==> config.mk <==
export PLATFORM = sky130hd
export DESIGN_NAME = digest_param_name_classifier
export DESIGN_NICKNAME = d
export VERILOG_FILES = /design/src/design/dpnc_pkg.sv /design/src/design/dpnc_match.sv /design/src/design/digest_param_name_classifier.sv
export SDC_FILE = /design/constraint.sdc
export NUM_CORES = 1
export LEC_CHECK = 0
export ABC_AREA = 1
export ABC_CLOCK_PERIOD_IN_PS = 4450
export BUFFER_PORTS_ARGS = -buffer_cell sky130_fd_sc_hd__buf_2
export CORE_MARGIN = 8
export CORE_UTILIZATION = 30
export DETAILED_ROUTE_END_ITERATION = 8
export GPL_TIMING_DRIVEN = 0
export PLACE_DENSITY_LB_ADDON = 0.1
export RECOVER_POWER = 100
export SYNTH_ARGS = -nofsm -noshare
export SYNTH_HDL_FRONTEND = slang
export SYNTH_HIERARCHICAL = 1
export SYNTH_SLANG_ARGS = --single-unit
==> constraint.sdc <==
create_clock -name clock -period 4.45 [get_ports clock]
set_clock_uncertainty 0.05 [all_clocks]
set_input_delay 1.335 -clock clock [delete_from_list [all_inputs] [get_ports clock]]
set_output_delay 1.335 -clock clock [all_outputs]
set_load 0.01 [all_outputs]
==> src/design/dpnc_pkg.sv <==
// shared types, constants and keyword table for the digest parameter name classifier
package dpnc_pkg;

   localparam int unsigned OffsetWidthDefault = 16;
   localparam int unsigned NumKw = 10;
   localparam int unsigned KwMaxLen = 9;
   localparam int unsigned MinLen = 4;
   localparam int unsigned EqOffsetWidth = 16;

   localparam logic [7:0] CharEquals = 8'h3D;
   localparam logic [7:0] CharSpace = 8'h20;
   localparam logic [7:0] CharTab = 8'h09;
   localparam logic [7:0] CharCr = 8'h0D;
   localparam logic [7:0] CharLf = 8'h0A;

   typedef logic [3:0] kind_type;

   localparam kind_type KindUsername = 4'd0;
   localparam kind_type KindRealm = 4'd1;
   localparam kind_type KindNonce = 4'd2;
   localparam kind_type KindUri = 4'd3;
   localparam kind_type KindResponse = 4'd4;
   localparam kind_type KindAlgorithm = 4'd5;
   localparam kind_type KindCnonce = 4'd6;
   localparam kind_type KindOpaque = 4'd7;
   localparam kind_type KindQop = 4'd8;
   localparam kind_type KindNc = 4'd9;
   localparam kind_type KindOther = 4'd10;

   typedef logic [KwMaxLen*8-1:0] kw_text_type;
   typedef logic [3:0] kw_len_type;

   // keyword text, right-justified: first character sits in the highest used byte
   localparam kw_text_type KwText [NumKw] = '{
      "username", "realm", "nonce", "uri", "response",
      "algorithm", "cnonce", "opaque", "qop", "nc"
   };
   localparam kw_len_type KwLen [NumKw] = '{
      4'd8, 4'd5, 4'd5, 4'd3, 4'd8, 4'd9, 4'd6, 4'd6, 4'd3, 4'd2
   };

   typedef enum logic [3:0] {
      PH_NAME   = 4'b0001,
      PH_BLANKS = 4'b0010,
      PH_OTHER  = 4'b0100,
      PH_DONE   = 4'b1000
   } phase_type;

   typedef struct packed {
      logic [NumKw-1:0] alive;
      kind_type         kind;
      phase_type        phase;
      logic             eq_seen;
   } match_state_type;

   localparam match_state_type MatchReset = '{
      alive:   {NumKw{1'b1}},
      kind:    KindOther,
      phase:   PH_NAME,
      eq_seen: 1'b0
   };

   // ascii upper to lower, nothing else folds
   function automatic logic [7:0] fold_case(input logic [7:0] c);
      logic [7:0] r;
      r = c;
      if (c >= 8'h41 && c <= 8'h5A) begin
         r = c + 8'h20;
      end
      return r;
   endfunction

   function automatic logic is_blank(input logic [7:0] c);
      return (c == CharSpace) || (c == CharTab) || (c == CharCr) || (c == CharLf);
   endfunction

endpackage

==> src/design/dpnc_match.sv <==
// per-byte keyword match and scan phase update
module dpnc_match #(
   parameter int unsigned OFFSET_WIDTH = dpnc_pkg::OffsetWidthDefault
) (
   input  logic [7:0]                 char_in,
   input  logic [OFFSET_WIDTH-1:0]    pos,
   input  dpnc_pkg::match_state_type  state_cur,
   output dpnc_pkg::match_state_type  state_nxt,
   output logic                       eq_hit
);
   import dpnc_pkg::*;

   logic [7:0]       lc;
   logic [NumKw-1:0] alive_next;
   logic [NumKw-1:0] done_at;
   kind_type         hit_kind;
   logic             any_done;

   assign lc = fold_case(char_in);

   for (genvar k = 0; k < NumKw; k++) begin : g_kw
      localparam int unsigned Len = int'(KwLen[k]);
      logic             in_range;
      logic [7:0]       kw_c;
      logic [3:0]       sel;

      assign in_range = pos < OFFSET_WIDTH'(Len);
      assign sel = in_range ? 4'(Len - 1) - pos[3:0] : 4'd0;
      assign kw_c = KwText[k][sel*8 +: 8];
      assign alive_next[k] = state_cur.alive[k] && in_range && (kw_c == lc);
      assign done_at[k] = alive_next[k] && (pos == OFFSET_WIDTH'(Len - 1));
   end

   // at most one keyword can complete on a given byte
   always_comb begin
      hit_kind = KindOther;
      for (int k = 0; k < NumKw; k++) begin
         if (done_at[k]) begin
            hit_kind = kind_type'(k);
         end
      end
   end

   assign any_done = |done_at;

   always_comb begin
      state_nxt = state_cur;
      eq_hit = 1'b0;
      priority if (state_cur.phase != PH_DONE && char_in == CharEquals) begin
         state_nxt.eq_seen = 1'b1;
         eq_hit = 1'b1;
         if (state_cur.phase != PH_BLANKS) begin
            state_nxt.kind = KindOther;
         end
         state_nxt.phase = PH_DONE;
      end else if (state_cur.phase == PH_NAME) begin
         state_nxt.alive = alive_next;
         if (any_done) begin
            state_nxt.kind = hit_kind;
            state_nxt.phase = PH_BLANKS;
         end else if (alive_next == '0) begin
            state_nxt.phase = PH_OTHER;
         end
      end else if (state_cur.phase == PH_BLANKS) begin
         if (!is_blank(char_in)) begin
            state_nxt.kind = KindOther;
            state_nxt.phase = PH_OTHER;
         end
      end else begin
         state_nxt = state_cur;
      end
   end

endmodule

==> src/design/digest_param_name_classifier.sv <==
// top level: digest auth parameter name classifier, one byte per cycle
// the result of a string is registered into the result register on rsp_ once its last byte leaves the input register
// throughput: one byte per cycle; the input register and result register each hold one stage
// a result waiting on rsp_ready stalls the byte stream only when the next last byte needs it
// reset: synchronous, active high; clears the match state, byte count and both valid flags
module digest_param_name_classifier #(
   parameter int unsigned OFFSET_WIDTH = dpnc_pkg::OffsetWidthDefault
) (
   input  logic                               clock,
   input  logic                               reset,
   input  logic                               req_valid,
   output logic                               req_ready,
   input  logic [7:0]                         req_char_in,
   input  logic                               req_is_last,
   output logic                               rsp_valid,
   input  logic                               rsp_ready,
   output dpnc_pkg::kind_type                 rsp_param_type,
   output logic                               rsp_eq_found,
   output logic [dpnc_pkg::EqOffsetWidth-1:0] rsp_eq_offset
);
   import dpnc_pkg::*;

   localparam logic [OFFSET_WIDTH-1:0] CountMax = '1;

   // input register
   logic                    in_valid_ff;
   logic [7:0]              in_char_ff;
   logic                    in_last_ff;

   // per-string scan state
   match_state_type         state_ff;
   match_state_type         state_in;
   match_state_type         state_nxt;
   logic [OFFSET_WIDTH-1:0] count_ff;
   logic [OFFSET_WIDTH-1:0] count_in;
   logic [OFFSET_WIDTH-1:0] eq_pos_ff;
   logic [OFFSET_WIDTH-1:0] eq_pos_in;
   logic                    eq_hit;

   // result register
   logic                    rsp_valid_ff;
   kind_type                rsp_type_ff;
   logic                    rsp_eq_ff;
   logic [EqOffsetWidth-1:0] rsp_off_ff;

   logic                    out_free;
   logic                    advance;
   logic                    consume;
   logic [OFFSET_WIDTH-1:0] count_inc;
   logic [OFFSET_WIDTH-1:0] pos_final;
   logic [OFFSET_WIDTH+EqOffsetWidth-1:0] pos_ext;
   kind_type                kind_final;

   dpnc_match #(
      .OFFSET_WIDTH (OFFSET_WIDTH)
   ) u_match (
      .char_in   (in_char_ff),
      .pos       (count_ff),
      .state_cur (state_ff),
      .state_nxt (state_nxt),
      .eq_hit    (eq_hit)
   );

   // result slot is free when empty or being drained this cycle
   assign out_free = !rsp_valid_ff || rsp_ready;
   // the held byte moves on unless it is a last byte with nowhere to put its result
   assign advance = !in_valid_ff || !in_last_ff || out_free;
   assign consume = in_valid_ff && advance;
   assign req_ready = advance;

   // byte count saturates at the top of the offset range
   assign count_inc = (count_ff == CountMax) ? count_ff : count_ff + 1'b1;
   assign pos_final = eq_hit ? count_ff : eq_pos_ff;

   // keyword only counts with an equals sign and at least the minimum length
   assign kind_final = (state_nxt.eq_seen && count_inc >= OFFSET_WIDTH'(MinLen))
                     ? state_nxt.kind : KindOther;

   // offset port keeps the low bits, zero-extended when the counter is narrower
   assign pos_ext = {{EqOffsetWidth{1'b0}}, pos_final};

   always_comb begin
      state_in = state_ff;
      count_in = count_ff;
      eq_pos_in = eq_pos_ff;
      if (consume) begin
         if (in_last_ff) begin
            // string done: back to the start state for the next one
            state_in = MatchReset;
            count_in = '0;
            eq_pos_in = '0;
         end else begin
            state_in = state_nxt;
            count_in = count_inc;
            eq_pos_in = pos_final;
         end
      end
   end

   always_ff @(posedge clock) begin
      if (reset) begin
         in_valid_ff <= 1'b0;
      end else if (advance) begin
         in_valid_ff <= req_valid;
      end
   end

   always_ff @(posedge clock) begin
      if (advance && req_valid) begin
         in_char_ff <= req_char_in;
         in_last_ff <= req_is_last;
      end
   end

   always_ff @(posedge clock) begin
      if (reset) begin
         state_ff <= MatchReset;
         count_ff <= '0;
         eq_pos_ff <= '0;
      end else begin
         state_ff <= state_in;
         count_ff <= count_in;
         eq_pos_ff <= eq_pos_in;
      end
   end

   // result transaction
   always_ff @(posedge clock) begin
      if (reset) begin
         rsp_valid_ff <= 1'b0;
      end else if (consume && in_last_ff) begin
         rsp_valid_ff <= 1'b1;
      end else if (rsp_ready) begin
         rsp_valid_ff <= 1'b0;
      end
   end

   always_ff @(posedge clock) begin
      if (consume && in_last_ff) begin
         rsp_type_ff <= kind_final;
         rsp_eq_ff <= state_nxt.eq_seen;
         rsp_off_ff <= state_nxt.eq_seen ? pos_ext[EqOffsetWidth-1:0] : '0;
      end
   end

   assign rsp_valid = rsp_valid_ff;
   assign rsp_param_type = rsp_type_ff;
   assign rsp_eq_found = rsp_eq_ff;
   assign rsp_eq_offset = rsp_off_ff;

`ifndef NO_ASSERTIONS
   // no equals sign means type other and offset zero
   a_no_eq_other : assert property (@(posedge clock) disable iff (reset)
      rsp_valid && !rsp_eq_found |-> rsp_param_type == KindOther && rsp_eq_offset == '0)
      else $error("result without equals sign carries a keyword or offset");

   // waiting for trailing blanks only after a keyword completed
   a_blanks_kind : assert property (@(posedge clock) disable iff (reset)
      state_ff.phase == PH_BLANKS |-> state_ff.kind != KindOther)
      else $error("blank phase without a matched keyword");

   // a finished string leaves the scan state at its start
   a_restart : assert property (@(posedge clock) disable iff (reset)
      consume && in_last_ff |=> count_ff == '0 && state_ff == MatchReset)
      else $error("scan state not restarted after last byte");

   // input stalls only behind a held result
   a_stall_cause : assert property (@(posedge clock) disable iff (reset)
      !req_ready |-> rsp_valid && !rsp_ready && in_valid_ff && in_last_ff)
      else $error("input stalled without a blocked result");
`endif

endmodule
==> flow_summary.toml, run 1 <==
[clocking]
cts.sinks = 83
cts-resized-gates = 0
postCtsSetupRepairBufs = 0
holdBufCountCts = 0
h-tree-depth = 3
clockBufferDepth = 2
cts_buffers = 9
worstSkewPairLatency_ps = 340
cts_root_buf = "clkbuf_16"
clk_pin_slew_worst_paths_ps = 70
cts_tree = "built"

[min_path]
hold_depth = 2
hp-start = "eq_pos_ff[9]"
hold_path_class = "flip-flop to flip-flop"

[layout]
diodes = 0
finalNetCount = 1270
fin_area_um2 = 8268
drive_gt1_share_pct = 11.85
syn2layout_area_growth_pct = 11.73
nFillCells = 2767

[route]
initialDrtViolationCount = 552
num_vias = 7726
wl_um = 26060
drtAntennaViolNets = 0
dr.pass1.iters = 7
viasPerCell = 4.965
post_drt_wl_per_cell_um = 16.74
drcViolationCount = 0

[timing]
timing.setup.tns_ps = 0
fin_crit_sh_pct = 92.11
holdWs_ps = 409.0
setup_slack_ps = 351.3
maxSlewHeadroom_pct = 27.52
hold_viol_final = 0
rsz0062_at_grt = "false"
setup_violations = 0
period_minus_slack_ps = 4099
timing.fmax_mhz = 244.0
worst_pin_slew_ps = 1087
drv_slew = 0

[critical_path]
path_buf_inv = 6
crit_type = "flip-flop to flip-flop"
critical_path_depth = 30
critPathMaxFanout = 10
cp_common_cell = "nand2_1"
crit_family = "simple AND/OR/NAND/NOR gates"
cp_slowest_cell = "dfxtp_2"
crit_arrival_ps = 4150
reg2reg_from = "count_ff[0]"
slowest_delay_ps = 400
worstPathRequired_ps = 4500
rr_worst_depth = 30
cp-start-kind = "flip-flop"
cp-end-kind = "flip-flop"
cp-startpoint = "count_ff[0]"

[logic_synthesis]
synth_top_area_share_pct = 17.40
synthTopCellsByCount = "nand2_1, nor2_1, inv_1, nand3_1, dfxtp_1"
synth_cell_type_count = 50
synth_top_area_cell = "nand2_1"
ys.flop_type = "dfxtp_1"
syn_inst = 1180
ys_top_cells_by_area = "nand2_1, dfxtp_1, edfxtp_1"
synthesis.nets = 1223
seq_area_frac_synth_pct = 26.51
async_reset_ff_share_pct = 0
syn-cell-area_um2 = 7400
yosysMostFrequentCell = "nand2_1"
ys_warn_count = 6
synth_seq_cells = 83
synth_edf_count = 30
synth_area_per_cell_um2 = 6.271

[placed_design]
dp_hpwl_um = 20420
dpl_worst_slack_ps = 136.6
gp_congestion = 0.8815
post_dp_cell_area_um2 = 7998
portBuffers = 35

[floorplanning]
core_um2 = 24250
ios = 36
die_w_um = 173.1
dieArea_um2 = 29950
rows = 57
initial_core_util_pct = 30.52
die_h_um = 173.1

[pwr]
p_leak_nw = 3.726
p_comb_share_pct = 23.7
power_density_nw_per_um2 = 256.7
seq_power_share_pct = 38.5
p_int_mw = 1.415
power_switching_share_pct = 33.33
p_total_mw = 2.123
clkPwrFrac_pct = 37.7
ir_drop_uv = 173.0
power.switching_mw = 0.7074

[run_status]
outcome = "finished clean"

[global_route]
antenna_found_initial = 0
grt_first_pass_wirelength_um = 41260
grtUsageTotal_pct = 17.24
grt_start_max_net_pins = 19
overflow = 0
grt_pass1_vias = 7340

[job]
max_cap_viol_count = 0
## stage by stage
| stage | util [%] | instances |
|---|---|---|
| global route | 34.10 | 1556 |
| floorplan | - | 1180 |
| finish | 34.10 | 1556 |
| CTS | 34.27 | 1556 |
| global placement | 32.91 | 1539 |
| detailed placement | 32.98 | 1540 |
## registers in the layout, indices dropped and copies added (netlist names)
signal / flops
state_ff: 19
in_valid_ff: 1
rsp_param_type: 4
count_ff: 16
rsp_eq_found: 1
in_char_ff: 8
rsp_eq_offset: 16
eq_pos_ff: 16
rsp_valid: 1
in_last_ff: 1
## routing by layer
metal | vias up | routed length (µm) | GRT usage, %
met2 | 193 | 10760 | 25.34
met5 | - | 0 | 0
met4 | 0 | 661 | 5.749
met1 | 3564 | 13360 | 24.89
li1 | 3938 | - | -
met3 | 31 | 1276 | 3.006
## worst reg2reg max path: cells and delay by family, from the launching register on
kind                       cells  cell delay [ps]
AOI/OAI and AO/OA              1               90
and+or+nand+nor               21             2090
DFF                            1              400
buffers and inverters          6              730
adders and majority gates      2              480
## power groups by stage
stage / Sequential, mW / Clock (mW) / Combinational (mW)
5_1_grt: 0.820 / 0.853 / 0.569
3_5_place_dp: 0.834 / 0 / 0.498
3_3_place_gp: 0.835 / 0 / 0.500
2_1_floorplan: 0.832 / 0 / 0.367
4_1_cts: 0.817 / 0.826 / 0.500
6_report: 0.818 / 0.801 / 0.504
## placed cells by master, fill, tap and decap left out, drive strengths merged, types with 20 or more instances in the layout
cell type and count:
clkbuf 53, nor2 159, o21ai 60, nand3 112, or2 20, inv 143
buf 32, edfxtp 30, nand2 363, dfxtp 53, nand4 44, nor3 22
ha 30, a21oi 51
## cell type report
class                           instances  area (µm²)  area share, %
Buffer                                 39       226.5          2.739
Clock buffer                           10       239.0          2.890
Clock inverter                          6       72.57         0.8777
Inverter                              144       540.5          6.538
Multi-Input combinational cell        914        4671          56.49
Sequential cell                        83        1964          23.76
Tap cell                              324       405.4          4.903
Timing Repair Buffer                   36       148.9          1.801
## logic make-up after synthesis
family / count (synthesis) / synth area share (%)
compound gates: 134 / 9.740
xor+xnor: 10 / 1.437
fa+ha+maj: 30 / 5.073
buf+inv: 183 / 10.38
flops: 83 / 26.51
mux: 1 / 0.1353
simple gates: 739 / 46.72
## worst paths after layout
check                      end  slack [ps]
min               eq_pos_ff[9]         410
max reg2reg  rsp_param_type[0]         350
min reg2reg       eq_pos_ff[9]         410
max          rsp_param_type[0]         350
(Power assumes the default switching activity.)
==> inputs of run 2 (changes only) <==
--- a/config.mk
+++ b/config.mk
@@ -8,7 +8,6 @@
 export ABC_AREA = 1
 export ABC_CLOCK_PERIOD_IN_PS = 4450
 export BUFFER_PORTS_ARGS = -buffer_cell sky130_fd_sc_hd__buf_2
-export CORE_MARGIN = 8
 export CORE_UTILIZATION = 30
 export DETAILED_ROUTE_END_ITERATION = 8
 export GPL_TIMING_DRIVEN = 0
==> flow_summary.toml, run 2 (synthesis gave the netlist of run 1 again) <==
[floorplanning]
initial_core_util_pct = 30.52
core_um2 = 24250
die_h_um = 159.1
ios = 36
rows = 57
dieArea_um2 = 25300
die_w_um = 159.1

[global_route]
grtUsageTotal_pct = 20.95
grt_first_pass_wirelength_um = 41130
grt_start_max_net_pins = 19
antenna_found_initial = 1
grt_pass1_vias = 7270
overflow = 0

[clocking]
cts.sinks = 83
clockBufferDepth = 2
worstSkewPairLatency_ps = 350
cts_buffers = 9
h-tree-depth = 3
cts_root_buf = "clkbuf_16"
holdBufCountCts = 0
cts_tree = "built"
clk_pin_slew_worst_paths_ps = 70

[pwr]
p_leak_nw = 3.710
seq_power_share_pct = 39.8
p_comb_share_pct = 24.7
power_density_nw_per_um2 = 249.6
power.switching_mw = 0.7115
p_int_mw = 1.344
clkPwrFrac_pct = 35.5
power_switching_share_pct = 34.62
ir_drop_uv = 167.8

[placed_design]
portBuffers = 35
dpl_worst_slack_ps = 248.1
dp_hpwl_um = 20440
gp_congestion = 0.8768

[critical_path]
cp-startpoint = "count_ff[0]"
cp-end-kind = "flip-flop"
slowest_delay_ps = 390
r2r-end = "rsp_param_type[0]"
critPathMaxFanout = 10
worstPathRequired_ps = 4510
cp_slowest_cell = "dfxtp_2"
cp_common_cell = "nand2_1"
reg2reg_from = "count_ff[0]"
rr_worst_depth = 28
crit_arrival_ps = 4070
regToRegSetupSlack_ps = 440
worstSetupEndpoint = "rsp_param_type[0]"
cp-start-kind = "flip-flop"
crit_type = "flip-flop to flip-flop"

[timing]
drv_slew = 0
setup_slack_ps = 438.1
rsz0062_at_grt = "false"
maxSlewHeadroom_pct = 29.17
hold_viol_final = 0
worst_pin_slew_ps = 1062
holdWs_ps = 410.6
timing.fmax_mhz = 249.3
fin_crit_sh_pct = 90.16
timing.setup.tns_ps = 0
setup_violations = 0
period_minus_slack_ps = 4012

[run_status]
violations = "DRC"
outcome = "complete, but fails checks"

[layout]
final_common_cell = "nand2_1"
diodes = 0
nFillCells = 2744
drive_gt1_share_pct = 11.77
syn2layout_area_growth_pct = 11.30
finalNetCount = 1270
top_register = "state_ff"
largest_reg_flops = 19
layout_common_cells = "nand2_1, nor2_1, inv_1"

[min_path]
hold_depth = 2
hold_path_class = "flip-flop to flip-flop"
hp-start = "eq_pos_ff[8]"

[route]
dr.pass1.iters = 7
drtAntennaViolNets = 0
initialDrtViolationCount = 593
post_drt_wl_per_cell_um = 16.68
num_vias = 7745
drcViolationCount = 2
wl_um = 25950
viasPerCell = 4.978

[job]
max_cap_viol_count = 0
==> run 2: cell count changes in the layout (fill, tap and decap cells not counted) <==
cell,previous run,this run
bufinv_16,1,0
clkbuf_1,42,43
clkbuf_8,1,0
clkinv_4,3,1
clkinvlp_4,1,2
inv_1,127,128
inv_2,15,14
inv_4,0,1
inv_6,1,2
nor2_1,133,132
nor2_2,15,16
o21ai_0,41,42
o21ai_1,19,18
==> run 2: final cells by class <==
class / count / area [µm²] / share of cell area (%)
flip-flops and latches: 83 / 1964 / 23.85
inverters: 144 / 540.5 / 6.563
well taps: 324 / 405.4 / 4.923
multi-input cells: 914 / 4673 / 56.75
repair buffers: 36 / 148.9 / 1.808
clock buffers: 10 / 229.0 / 2.780
plain buffers: 39 / 226.5 / 2.750
clock inverters: 6 / 47.55 / 0.5773
==> run 2: what timing repair did <==
| action | 4_1_cts | 5_1_grt |
|---|---|---|
| setup endpoints to repair | 0 | 6 |
| resized for setup | 0 | 5 |
| setup buffers | 0 | 0 |
==> run 2: power groups by stage <==
stage	sequential (mW)	combinational (mW)	clock [mW]
after floorplan	0.832	0.367	0
after global placement	0.835	0.502	0
after detailed placement	0.836	0.501	0
after CTS	0.818	0.503	0.748
after global routing	0.822	0.573	0.769
final	0.819	0.507	0.729
==> run 2: per-layer routing <==
layer / GRT usage (%) / up-vias / wire length, µm
li1: - / 3928 / -
met1: 29.56 / 3572 / 12670
met2: 32.26 / 200 / 11130
met3: 3.569 / 45 / 1499
met4: 6.774 / 0 / 655
met5: 0 / - / 0
==> run 2: worst min-delay path by stage <==
stage | end | slack [ps]
after floorplan | state_ff[0] | 390
after global placement | state_ff[0] | 390
after detailed placement | eq_pos_ff[13] | 400
after CTS | eq_pos_ff[13] | 410
after global routing | eq_pos_ff[4] | 430
final | eq_pos_ff[8] | 410
==> run 2: metrics by stage <==
step	instance area, µm²	total power [mW]	cells	util, %
global route	8235	2.164	1556	33.96
global placement	7980	1.338	1539	32.91
finish	8235	2.055	1556	33.96
detailed placement	7998	1.336	1540	32.98
floorplan	7400	1.199	1180	-
CTS	8274	2.069	1556	34.12
==> run 2: critical path, delay by kind of cell (launching register included) <==
family / cells / cell delay (ps)
AO/OA/AOI/OAI: 3 / 410
adder cells (fa/ha/maj): 2 / 490
buffers and inverters: 6 / 730
flip-flops: 1 / 390
AND/OR/NAND/NOR: 17 / 1710
==> inputs of run 3 (changes only) <==
--- a/config.mk
+++ b/config.mk
@@ -8,11 +8,12 @@
 export ABC_AREA = 1
 export ABC_CLOCK_PERIOD_IN_PS = 4450
 export BUFFER_PORTS_ARGS = -buffer_cell sky130_fd_sc_hd__buf_2
-export CORE_UTILIZATION = 30
+export CORE_MARGIN = 4
+export CORE_UTILIZATION = 63
 export DETAILED_ROUTE_END_ITERATION = 8
 export GPL_TIMING_DRIVEN = 0
 export PLACE_DENSITY_LB_ADDON = 0.1
-export RECOVER_POWER = 100
+export RECOVER_POWER = 25
 export SYNTH_ARGS = -nofsm -noshare
 export SYNTH_HDL_FRONTEND = slang
 export SYNTH_HIERARCHICAL = 1
==> flow_summary.toml, run 3 (synthesis gave the netlist of run 1 again) <==
[run_status]
outcome = "finished clean"

[route]
drtAntennaViolNets = 0
wl_um = 22680
dr.pass1.iters = 6
viasPerCell = 5.916
num_vias = 8135
post_drt_wl_per_cell_um = 16.50
initialDrtViolationCount = 1034
drcViolationCount = 0

[layout]
largest_reg_flops = 19
fin_area_um2 = 8064
nFillCells = 1047
top_register = "state_ff"
final_common_cell = "nand2_1"
diodes = 0
drive_gt1_share_pct = 13.72
layout.cells.non_filler = 1375
layout_common_cells = "nand2_1, nor2_1, inv_1"
post-route-util_pct = 70.32
syn2layout_area_growth_pct = 8.979
finalNetCount = 1270

[global_route]
antenna_found_initial = 0
overflow = 0
grtUsageTotal_pct = 34.16
grt_start_max_net_pins = 21
grt_first_pass_wirelength_um = 35880
grt_pass1_vias = 7322

[pwr]
power.switching_mw = 0.6784
power_switching_share_pct = 32.71
power_density_nw_per_um2 = 257.2
p_int_mw = 1.395
p_leak_nw = 3.791
seq_power_share_pct = 39.4
clkPwrFrac_pct = 36.2
ir_drop_uv = 261.5
p_comb_share_pct = 24.3

[placed_design]
dp_hpwl_um = 17360
gp_congestion = 1.006
portBuffers = 35
place_inst = 1359
post_dp_cell_area_um2 = 7771

[timing]
worst_pin_slew_ps = 1204
maxSlewHeadroom_pct = 19.73
timing.fmax_mhz = 238.9
drv_slew = 0
setup_violations = 0
holdWs_ps = 409.4
timing.setup.tns_ps = 0
period_minus_slack_ps = 4186
rsz0062_at_grt = "false"
hold_viol_final = 0
fin_crit_sh_pct = 94.07

[critical_path]
slowest_delay_ps = 480
crit_type = "flip-flop to flip-flop"
cp_slowest_cell = "dfxtp_2"
worstPathRequired_ps = 4600
cp_common_cell = "nor2_1"
crit_arrival_ps = 4340
cp-start-kind = "flip-flop"
critPathMaxFanout = 10
cp-end-kind = "flip-flop"

[floorplanning]
ios = 36
dieArea_um2 = 13540
initial_core_util_pct = 64.53
die_h_um = 116.4
core_um2 = 11470
rows = 39
die_w_um = 116.4

[clocking]
cts_root_buf = "clkbuf_16"
worstSkewPairLatency_ps = 340
h-tree-depth = 3
cts.sinks = 83
clk_pin_slew_worst_paths_ps = 70
holdBufCountCts = 0
cts_tree = "built"
cts_buffers = 9
clockBufferDepth = 2

[min_path]
hold_path_class = "flip-flop to flip-flop"

[job]
max_cap_viol_count = 0
-- run 3: cell types whose count changed in the layout (fill, tap and decap cells not counted), moves of 2 or more --
cell	previous run	this run
clkbuf_1	43	20
o21ai_0	42	38
o21ai_1	18	21
inv_1	128	126
clkinvlp_4	2	0
buf_2	23	45
inv_2	14	16
nor2_2	16	14
nor2_1	132	134
-- run 3: power by group through the flow --
stage	clock, mW	sequential, mW	combinational (mW)
after floorplan	0	0.832	0.367
final	0.751	0.818	0.505
after CTS	0.759	0.817	0.489
after global routing	0.789	0.820	0.562
after detailed placement	0	0.834	0.486
after global placement	0	0.833	0.479
-- run 3: layout make-up --
class | count | area, µm² | share of cell area (%)
repair buffers | 36 | 175.2 | 2.172
inverters | 144 | 540.5 | 6.703
flip-flops and latches | 83 | 1964 | 24.36
plain buffers | 39 | 227.7 | 2.824
clock buffers | 11 | 264.0 | 3.274
multi-input cells | 914 | 4672 | 57.94
clock inverters | 5 | 41.29 | 0.5120
well taps | 143 | 178.9 | 2.219
-- run 3: worst paths after layout --
check                                  start  cells after the start  slack (ps)                end
worst max-delay path             count_ff[0]                     27         260  rsp_param_type[0]
worst min-delay path            eq_pos_ff[7]                      2         410       eq_pos_ff[7]
worst max register to register   count_ff[0]                     27         260  rsp_param_type[0]
worst min register to register  eq_pos_ff[7]                      2         410       eq_pos_ff[7]
-- run 3: routing by layer --
layer	share of wire, %	track usage, %
met4	2.7	11.14
met2	42	50.31
met1	44	47.96
met5	0	0
met3	12	10.21
-- run 3: what timing repair did --
action | 4_1_cts | 5_1_grt
resized for setup | 0 | 4
buffers inserted | 0 | 0
endpoints found under the setup margin | 0 | 9
-- run 3: worst max-delay path: cells and delay by family (launching register included) --
| kind | cells | cell delay [ps] |
|---|---|---|
| DFF | 1 | 480 |
| buffers and inverters | 8 | 990 |
| adders and majority gates | 2 | 590 |
| AOI/OAI and AO/OA | 2 | 120 |
| and+or+nand+nor | 15 | 1800 |
-- run 3: stage by stage --
step | setup WS, ps | power (mW)
detailed placement | 251.3 | 1.319
global placement | 270.4 | 1.312
CTS | 208.9 | 2.065
floorplan | 1086 | 1.199
finish | 263.8 | 2.074
global route | 62.61 | 2.170
